**src/hdl/sfr_pkg.sv**
```systemverilog
// ----------------------------------------------------------------------------
// sfr_pkg
// Shared constants and types for the checksummed frame receiver.
// ----------------------------------------------------------------------------
package sfr_pkg;

  localparam int FRAME_BYTES = 4;
  localparam int CNT_W       = (FRAME_BYTES > 1) ? $clog2(FRAME_BYTES) : 1;
  localparam int IDX_W       = 2;

  localparam logic [7:0] START_BYTE = 8'hA5;

  // control from the sequencer to the byte chain
  typedef struct packed {
    logic       shift;
    logic [7:0] din;
  } chain_ctl_t;

endpackage

```
**src/hdl/sfr_ifs.sv**
```systemverilog
// ----------------------------------------------------------------------------
// sfr_ifs
// Valid/ready channels: received bytes in, frame results out.
// ----------------------------------------------------------------------------
interface sfr_byte_if;
  logic       valid;
  logic       ready;
  logic [7:0] rx_byte;

  modport source (output valid, output rx_byte, input ready);
  modport sink   (input valid, input rx_byte, output ready);
endinterface

interface sfr_res_if;
  logic       valid;
  logic       ready;
  logic       frame_ok;
  logic [1:0] value_index;
  logic [7:0] value_byte;
  logic       last_of_frame;

  modport source (output valid, output frame_ok, output value_index,
                  output value_byte, output last_of_frame, input ready);
  modport sink   (input valid, input frame_ok, input value_index,
                  input value_byte, input last_of_frame, output ready);
endinterface

```
**src/hdl/sfr_cell.sv**
```systemverilog
// ----------------------------------------------------------------------------
// sfr_cell
// One byte of the payload chain; loads d_in on shift: its neighbor's byte, or the input byte at the tail.
// ----------------------------------------------------------------------------
module sfr_cell (
  input  logic                clk,
  input  sfr_pkg::chain_ctl_t ctl,
  input  logic [7:0]          d_in,
  output logic [7:0]          q
);
  import sfr_pkg::*;

  logic [7:0] data_r;

  always_ff @(posedge clk) begin
    if (ctl.shift) begin
      data_r <= d_in;
    end
  end

  assign q = data_r;

endmodule

```
**src/hdl/sfr_ctrl.sv**
```systemverilog
// ----------------------------------------------------------------------------
// sfr_ctrl
// Frame sequencer: start hunt, running sum, checksum compare, result drain.
// ----------------------------------------------------------------------------
module sfr_ctrl (
  input  logic                clk,
  input  logic                rst_n,
  sfr_byte_if.sink            in_ch,
  sfr_res_if.source           out_ch,
  input  logic [7:0]          head,
  output sfr_pkg::chain_ctl_t ctl
);
  import sfr_pkg::*;

  typedef enum logic [1:0] {
    HUNT,
    DATA,
    CSUM,
    EMIT
  } phase_t;

  phase_t             phase_r;
  logic [CNT_W-1:0]   cnt_r;
  logic [7:0]         sum_r;
  logic               ok_r;
  logic               ov_r;
  logic               o_ok_r;
  logic [IDX_W-1:0]   o_idx_r;
  logic [7:0]         o_byte_r;
  logic               o_last_r;

  logic in_ready;
  logic in_acc;
  logic out_free;
  logic emit;
  logic cnt_last;

  assign in_ready = (phase_r != EMIT);
  assign in_acc   = in_ch.valid && in_ready;
  assign out_free = !ov_r || out_ch.ready;
  assign emit     = (phase_r == EMIT) && out_free;
  assign cnt_last = (cnt_r == CNT_W'(FRAME_BYTES - 1));

  // payload bytes shift in at the tail; during drain the head shifts out
  assign ctl.shift = (in_acc && phase_r == DATA) || (emit && ok_r);
  assign ctl.din   = in_ch.rx_byte;

  always_ff @(posedge clk) begin
    if (!rst_n) begin
      phase_r  <= HUNT;
      cnt_r    <= '0;
      sum_r    <= '0;
      ok_r     <= 1'b0;
      ov_r     <= 1'b0;
      o_ok_r   <= 1'b0;
      o_idx_r  <= '0;
      o_byte_r <= '0;
      o_last_r <= 1'b0;
    end else begin
      // during drain the EMIT arm owns the output valid
      if (ov_r && out_ch.ready && phase_r != EMIT) begin
        ov_r <= 1'b0;
      end
      unique case (phase_r)
        HUNT: begin
          if (in_acc) begin
            if (in_ch.rx_byte == START_BYTE) begin
              phase_r <= DATA;
              sum_r   <= START_BYTE;
              cnt_r   <= '0;
            end else begin
              sum_r   <= '0;
            end
          end
        end
        DATA: begin
          if (in_acc) begin
            sum_r <= sum_r + in_ch.rx_byte;
            if (cnt_last) begin
              cnt_r   <= '0;
              phase_r <= CSUM;
            end else begin
              cnt_r   <= cnt_r + 1'b1;
            end
          end
        end
        CSUM: begin
          if (in_acc) begin
            ok_r    <= (in_ch.rx_byte == sum_r);
            sum_r   <= '0;
            cnt_r   <= '0;
            phase_r <= EMIT;
          end
        end
        EMIT: begin
          if (out_free) begin
            ov_r <= 1'b1;
            if (ok_r) begin
              o_ok_r   <= 1'b1;
              o_idx_r  <= IDX_W'(cnt_r);
              o_byte_r <= head;
              o_last_r <= cnt_last;
              if (cnt_last) begin
                cnt_r   <= '0;
                phase_r <= HUNT;
              end else begin
                cnt_r   <= cnt_r + 1'b1;
              end
            end else begin
              // mismatch: single failure word
              o_ok_r   <= 1'b0;
              o_idx_r  <= '0;
              o_byte_r <= '0;
              o_last_r <= 1'b1;
              phase_r  <= HUNT;
            end
          end
        end
      endcase
    end
  end

  assign in_ch.ready          = in_ready;
  assign out_ch.valid         = ov_r;
  assign out_ch.frame_ok      = o_ok_r;
  assign out_ch.value_index   = o_idx_r;
  assign out_ch.value_byte    = o_byte_r;
  assign out_ch.last_of_frame = o_last_r;

  a_fail_word: assert property (@(posedge clk) disable iff (!rst_n)
    (ov_r && !o_ok_r) |-> (o_last_r && o_byte_r == 8'h00 && o_idx_r == '0))
    else $error("failure word malformed");

  a_csum_to_emit: assert property (@(posedge clk) disable iff (!rst_n)
    (phase_r == CSUM && in_acc) |=> (phase_r == EMIT))
    else $error("checksum word did not start drain");

  a_last_ends: assert property (@(posedge clk) disable iff (!rst_n)
    (emit && (!ok_r || cnt_last)) |=> (phase_r == HUNT && ov_r && o_last_r))
    else $error("final word did not return to hunt");

  a_hunt_sum: assert property (@(posedge clk) disable iff (!rst_n)
    (phase_r == HUNT) |-> (sum_r == 8'h00 && cnt_r == '0))
    else $error("stale sum or count while hunting");

endmodule

```
**src/hdl/sum_checked_frame_receiver_top.sv**
```systemverilog
// ----------------------------------------------------------------------------
// sum_checked_frame_receiver_top
// Start-byte framed receiver with an 8-bit additive checksum.
// ----------------------------------------------------------------------------
// Bytes are taken one per cycle while hunting for 0xA5, collecting the
// payload and reading the checksum byte. Payload bytes shift into a chain
// of FRAME_BYTES byte cells. After the checksum byte the input is held off
// while the chain shifts one word a cycle into the output register, unless
// the output side stalls: each payload byte on a match, a single failure
// word on a mismatch. The output register lets the next byte be taken
// while the last word of a frame still waits.
module sum_checked_frame_receiver_top (
  input  logic      clk,
  input  logic      rst_n,
  sfr_byte_if.sink  in_ch,
  sfr_res_if.source out_ch
);
  import sfr_pkg::*;

  chain_ctl_t ctl;
  logic [7:0] q [FRAME_BYTES];

  sfr_ctrl u_ctrl (
    .clk    (clk),
    .rst_n  (rst_n),
    .in_ch  (in_ch),
    .out_ch (out_ch),
    .head   (q[0]),
    .ctl    (ctl)
  );

  for (genvar k = 0; k < FRAME_BYTES; k++) begin : g_cell
    if (k == FRAME_BYTES - 1) begin : g_tail
      sfr_cell u_cell (
        .clk  (clk),
        .ctl  (ctl),
        .d_in (ctl.din),
        .q    (q[k])
      );
    end else begin : g_body
      sfr_cell u_cell (
        .clk  (clk),
        .ctl  (ctl),
        .d_in (q[k+1]),
        .q    (q[k])
      );
    end
  end

endmodule
```
**src/flat_wrapper.sv**
```systemverilog
// flat-port wrapper written by rule: the top's interface ports become plain ports
module sum_checked_frame_receiver_top_flat import sfr_pkg::*;
  (clk, rst_n, in_ch_valid, in_ch_rx_byte, in_ch_ready, out_ch_valid, out_ch_frame_ok, out_ch_value_index, out_ch_value_byte, out_ch_last_of_frame, out_ch_ready);
  sfr_byte_if in_ch_i ();
  sfr_res_if out_ch_i ();
  input  logic clk;
  input  logic rst_n;
  input wire logic [$bits(in_ch_i.valid)-1:0] in_ch_valid;
  input wire logic [$bits(in_ch_i.rx_byte)-1:0] in_ch_rx_byte;
  output wire logic [$bits(in_ch_i.ready)-1:0] in_ch_ready;
  output wire logic [$bits(out_ch_i.valid)-1:0] out_ch_valid;
  output wire logic [$bits(out_ch_i.frame_ok)-1:0] out_ch_frame_ok;
  output wire logic [$bits(out_ch_i.value_index)-1:0] out_ch_value_index;
  output wire logic [$bits(out_ch_i.value_byte)-1:0] out_ch_value_byte;
  output wire logic [$bits(out_ch_i.last_of_frame)-1:0] out_ch_last_of_frame;
  input wire logic [$bits(out_ch_i.ready)-1:0] out_ch_ready;
  assign in_ch_i.valid = in_ch_valid;
  assign in_ch_i.rx_byte = in_ch_rx_byte;
  assign in_ch_ready = in_ch_i.ready;
  assign out_ch_valid = out_ch_i.valid;
  assign out_ch_frame_ok = out_ch_i.frame_ok;
  assign out_ch_value_index = out_ch_i.value_index;
  assign out_ch_value_byte = out_ch_i.value_byte;
  assign out_ch_last_of_frame = out_ch_i.last_of_frame;
  assign out_ch_i.ready = out_ch_ready;
  sum_checked_frame_receiver_top u_core (.clk(clk), .rst_n(rst_n), .in_ch(in_ch_i), .out_ch(out_ch_i));
endmodule
```
**config.mk**
```make
export PLATFORM = sky130hd
export DESIGN_NAME = sum_checked_frame_receiver_top_flat
export DESIGN_NICKNAME = d
export VERILOG_FILES = /design/src/hdl/sfr_pkg.sv /design/src/hdl/sfr_ifs.sv /design/src/hdl/sfr_cell.sv /design/src/hdl/sfr_ctrl.sv /design/src/hdl/sum_checked_frame_receiver_top.sv /design/src/flat_wrapper.sv
export SDC_FILE = /design/constraint.sdc
export NUM_CORES = 1
export LEC_CHECK = 0
export BUFFER_PORTS_ARGS = -buffer_cell sky130_fd_sc_hd__clkbuf_2
export CAP_MARGIN = 20
export CORE_MARGIN = 5
export CORE_UTILIZATION = 40
export CTS_CLUSTER_DIAMETER = 50
export DETAILED_ROUTE_END_ITERATION = 8
export HOLD_SLACK_MARGIN = 0.06
export PLACE_DENSITY = 0.69
export SLEW_MARGIN = 20
export SYNTH_ARGS = -nofsm -noshare
export SYNTH_HDL_FRONTEND = slang
export SYNTH_SLANG_ARGS = --single-unit
export TNS_END_PERCENT = 20
```
**constraint.sdc**
```tcl
create_clock -name clk -period 3.3 [get_ports clk]
set_clock_uncertainty 0.15 [all_clocks]
set_input_delay 0 -clock clk [delete_from_list [all_inputs] [get_ports clk]]
set_output_delay 0 -clock clk [all_outputs]
set_load 0.01 [all_outputs]
```
---- Word level (Yosys, flattened, before mapping) ----
Cells that the tools add are included.
operators by class
  $add $sub $neg .......................... 2
  equal/unequal tests ..................... 15
  mux-type cells .......................... 29
  reductions and logical operators ........ 16
operator list
  kind                   count
  $mux W8                5
  $mux W2                16
  $pmux W8 S3            1
  $ne A2 B2 Y1 const B   8
  $pmux W2 S4            2
  $add A8 B8 Y8          1
  $eq A8 B8 Y1           1
  $eq A8 B8 Y1 const B   1
  $reduce_and A7 Y1      1
  $eq A2 B2 Y1 const B   3
  $logic_and A1 B1 Y1    6
  $reduce_and A6 Y1      1
  $mux W1                5
  $reduce_and A2 Y1      2
  $reduce_and A4 Y1      1
  $ne A3 B3 Y1 const B   1
  $reduce_bool A3 Y1     1
  $add A2 B1 Y2 const B  1
  $eq A2 B1 Y1 const B   1
  $logic_not A2 Y1       1
  $logic_or A1 B1 Y1     2
  $logic_not A1 Y1       1
word-level totals
  register bits after elaboration ......... 58
  bits of input ports ..................... 12
  output and inout port bits .............. 14
  logic and storage cells ................. 75

---- Logic depth before layout (Yosys ltp) ----
  depth in word-level cells ............... 5
  depth in mapped cells ................... 7
  gate-level depth less buffers ........... 7

---- Cells and area by module ----
From an unflattened synthesis, not the netlist that was laid out.
unflattened totals
  cell total of the unflattened synthesis .. 225
  area total of the unflattened synthesis .. 2572.5 µm²
modules (own cells, without submodules)
  module    instances  cells an instance  area an instance (µm²)  seq. area each (µm²)
  sfr_ctrl  1          193                1611.5                  520.5
  sfr_cell  4          8                  240.2                   240.2

---- Worst setup path before layout ----
OpenSTA, ideal clock, no wires.
  path kind ............................... flip-flop to flip-flop
  start point ............................. register u_core.u_ctrl.phase_r[0]
  end point ............................... register u_core.g_cell[0].g_body.u_cell.data_r[0], enable pin
  library setup time ...................... 0.389 ns
  arrival time ............................ 1.757 ns
  data required time ...................... 2.761 ns
  setup slack ............................. 1.004 ns
  stages on the path, launching flop included .. 7
  path buffers ............................ 2
  period minus slack after synthesis ...... 2.296 ns
  path through ............................ dfxtp_1 > ha_1 > buf_4 > and2_1 > buf_2 > nand2_1 > nand2_1
RTL lines
  element                 RTL line        RTL
  start, declared         sfr_ctrl.sv:22  phase_t phase_r;
  start signal, assigned  sfr_ctrl.sv:50  phase_r <= HUNT;
  start signal, assigned  sfr_ctrl.sv:68  phase_r <= DATA;
  start signal, assigned  sfr_ctrl.sv:81  phase_r <= CSUM;
  end signal, assigned    sfr_cell.sv:17  data_r <= d_in;
  end, declared           sfr_cell.sv:13  logic [7:0] data_r;

==> flow_metrics.py <==
metrics = {
    "cts": {
        "postCtsSetupRepairBufs": 0,
        "clkLatencyLatePin_ps": 320,
        "clock_sinks": 58,
        "cts_buffer_depth": 2,
        "clkTransAtPathRegs_ps": 60,
        "cts_resized": 0,
        "cts_tree": "yes",
        "htreeDepth": 3,
        "hold_buffers": 10,
        "cts_root_buffer": "clkbuf_8",
        "cts_buffers": 9,
    },
    "layout": {
        "fin_util": 0.492,
        "fin_area_mm2": 0.00291,
        "drive_gt1_frac": 0.204,
        "diodes": 0,
        "fin_cells": 320,
        "nNetsFinal": 266,
        "synthToLayoutAreaGrowth_pct": 19.0,
    },
    "synthesis": {
        "synth_edf_count": 32,
        "ys_top_cells_by_count": "edfxtp_1 (32), nand2_1 (28), dfxtp_1 (26)",
        "netlist.area_leader.share": 0.393,
        "ys_types": 42,
        "yosysMostFrequentCell": "edfxtp_1",
        "syn-num-nets": 226,
        "synth_area_leaders": "edfxtp_1 (39%), dfxtp_1 (21%), ha_1 (6.7%), nand2_1 (4.3%), a21boi_0 (4.0%)",
        "synth-seq-area-share": 0.606,
        "yosys_most_used_dff": "edfxtp_1",
        "synthArstFlopShare": 0,
        "avgSynthCellArea_um2": 12.2,
        "synth_area_leader_cell": "edfxtp_1",
        "netlist_instances": 200,
        "netlist_area_mm2": 0.00244,
        "ys_seq_elements": 58,
        "yosysWarnings": 0,
    },
    "global_route": {
        "grt_pass1_vias": 1458,
        "grt_overflow": 0,
        "grt_pass1_wl_um": 6940,
        "grt_max_degree": 33,
        "grt_use_total": 0.119,
        "antenna_found_initial": 0,
    },
    "timing": {
        "fin_crit_sh": 0.685,
        "fin_ws_ps": 1040,
        "setup_violations": 0,
        "worstMarginPinSlew_ps": 580,
        "drv_slew": 0,
        "slew_headroom": 0.613,
        "rsz0062_at_grt": "false",
        "period_needed_ps": 2260,
        "fmaxAchievable_mhz": 442,
        "fin_tns_setup_ps": 0,
        "finalHoldViolCount": 0,
        "holdWs_ps": 159,
    },
    "route": {
        "routed_wl_um": 4180,
        "num_vias": 1572,
        "drtAntennaViolNets": 0,
        "drt_iter0_drc": 93,
        "wl_per_cell_um": 13.1,
        "drc": 0,
        "vias_per_cell": 4.91,
        "dr.pass1.iters": 5,
    },
    "min_path": {
        "min_to": "u_core.u_ctrl.cnt_r[0]",
        "hp-class": "in2reg",
        "min_from": "rst_n",
        "hold_path_depth": 3,
    },
    "run": {
        "cap_violations": 0,
    },
    "power": {
        "peakVddDrop_uv": 236,
        "p_leak_nw": 1.07,
        "p_total_mw": 1.37,
        "powerDensity_mw_per_mm2": 471,
    },
    "die": {
        "core_region_area_mm2": 0.00592,
        "die_area_mm2": 0.00778,
        "fp-row-count": 28,
        "die_y_um": 88.2,
        "start_util": 0.413,
        "die_x_um": 88.2,
        "ioPinCount": 26,
    },
    "critical_path": {
        "r2r_setup_slack_ps": 1040,
        "r2r-start": "u_core.u_ctrl.phase_r[1]",
        "worstSetupPathType": "reg2reg",
        "reg2reg_depth": 5,
        "worst-path-max-fanout": 32,
        "crit_path_end_kind": "register",
        "r2r-end": "u_core.g_cell[1].g_body.u_cell.q[4]",
        "cp.arrival_ps": 2090,
        "crit_required_ps": 3130,
        "start_kind": "register",
    },
    "placed_design": {
        "pre_cts_slack_ps": 1060,
        "dp_hpwl_um": 2810,
        "placed_cell_area_mm2": 0.00264,
        "port_buffers": 25,
        "gp_congestion": 0.836,
        "dp.cells": 294,
    },
    "run_status": {
        "outcome": "complete, no violations",
    },
}
==> critical path, cell delays in order (launching register included) <==
cell,delay [ps]
dfxtp_1,380
ha_1,410
and2_1,410
nand2_1,120
nand2_1,90
buf_4,350
==> layout make-up <==
class	count	area, um2
Clock buffer	13	159
Clock inverter	3	15.0
Fill cell	536	3010
Inverter	5	18.8
Multi-Input combinational cell	130	910
Sequential cell	58	1480
Tap cell	75	93.8
Timing Repair Buffer	36	233
==> registers in the layout, summed over array words and instances, names as in the netlist <==
signal	count
u_core.g_cell.g_body.u_cell.q	24
u_core.g_cell.g_tail.u_cell.q	8
u_core.u_ctrl.out_ch.value_byte	8
u_core.u_ctrl.sum_r	8
u_core.u_ctrl.cnt_r	2
u_core.u_ctrl.out_ch.value_index	2
u_core.u_ctrl.phase_r	2
u_core.u_ctrl.ok_r	1
u_core.u_ctrl.out_ch.frame_ok	1
u_core.u_ctrl.out_ch.last_of_frame	1
u_core.u_ctrl.out_ch.valid	1
==> power by group <==
part | switching [mW] | internal [mW] | total [mW]
logic | 0.0254 | 0.0249 | 0.0502
registers | 0.000244 | 0.757 | 0.757
clock network | 0.252 | 0.310 | 0.562
==> how the worst max path moves through the flow <==
| stage | startpoint | endpoint | slack [ps] | depth (start not counted) |
|---|---|---|---|---|
| floorplan | u_core.u_ctrl.phase_r[0] | u_core.g_cell[0].g_body.u_cell.q[0] | 1000 | 6 |
| global placement | u_core.u_ctrl.phase_r[0] | u_core.g_cell[3].g_tail.u_cell.q[0] | 1130 | 5 |
| detailed placement | u_core.u_ctrl.phase_r[1] | u_core.g_cell[3].g_tail.u_cell.q[3] | 1060 | 5 |
| CTS | u_core.u_ctrl.phase_r[1] | u_core.g_cell[1].g_body.u_cell.q[0] | 1040 | 5 |
| global route | u_core.u_ctrl.phase_r[1] | u_core.g_cell[3].g_tail.u_cell.q[2] | 880 | 5 |
| finish | u_core.u_ctrl.phase_r[1] | u_core.g_cell[1].g_body.u_cell.q[4] | 1040 | 5 |
==> cells by family after synthesis <==
logic type | share of synthesized area
xor+xnor | 0.0251
buf+inv | 0.0220
flops | 0.606
fa+ha+maj | 0.0747
compound gates | 0.148
simple gates | 0.124
==> placed cells by master, fill, tap and decap left out, drive strengths merged, types with 2 or more instances in the layout <==
master        n
a21boi       16
nand2        28
dfxtp        26
edfxtp       32
o21a          2
nor2b         3
inv           5
xor2          3
xnor2         4
ha           13
o21ai        12
nor2          3
o22ai         2
a22oi         4
a211oi        2
clkinv        3
nand3        14
o2bb2ai       2
and4bb        2
a21oi         4
dlygate4sd3  10
a21o          2
clkbuf       38
o2111ai       2
==> per-layer routing <==
layer	up-vias	part of all wire	GRT usage
li1	817	-	-
met1	715	0.47	0.146
met2	38	0.47	0.187
met3	2	0.059	0.0583
met4	0	0.0048	0.0330
met5	-	0	0
(Power assumes the default switching activity.)
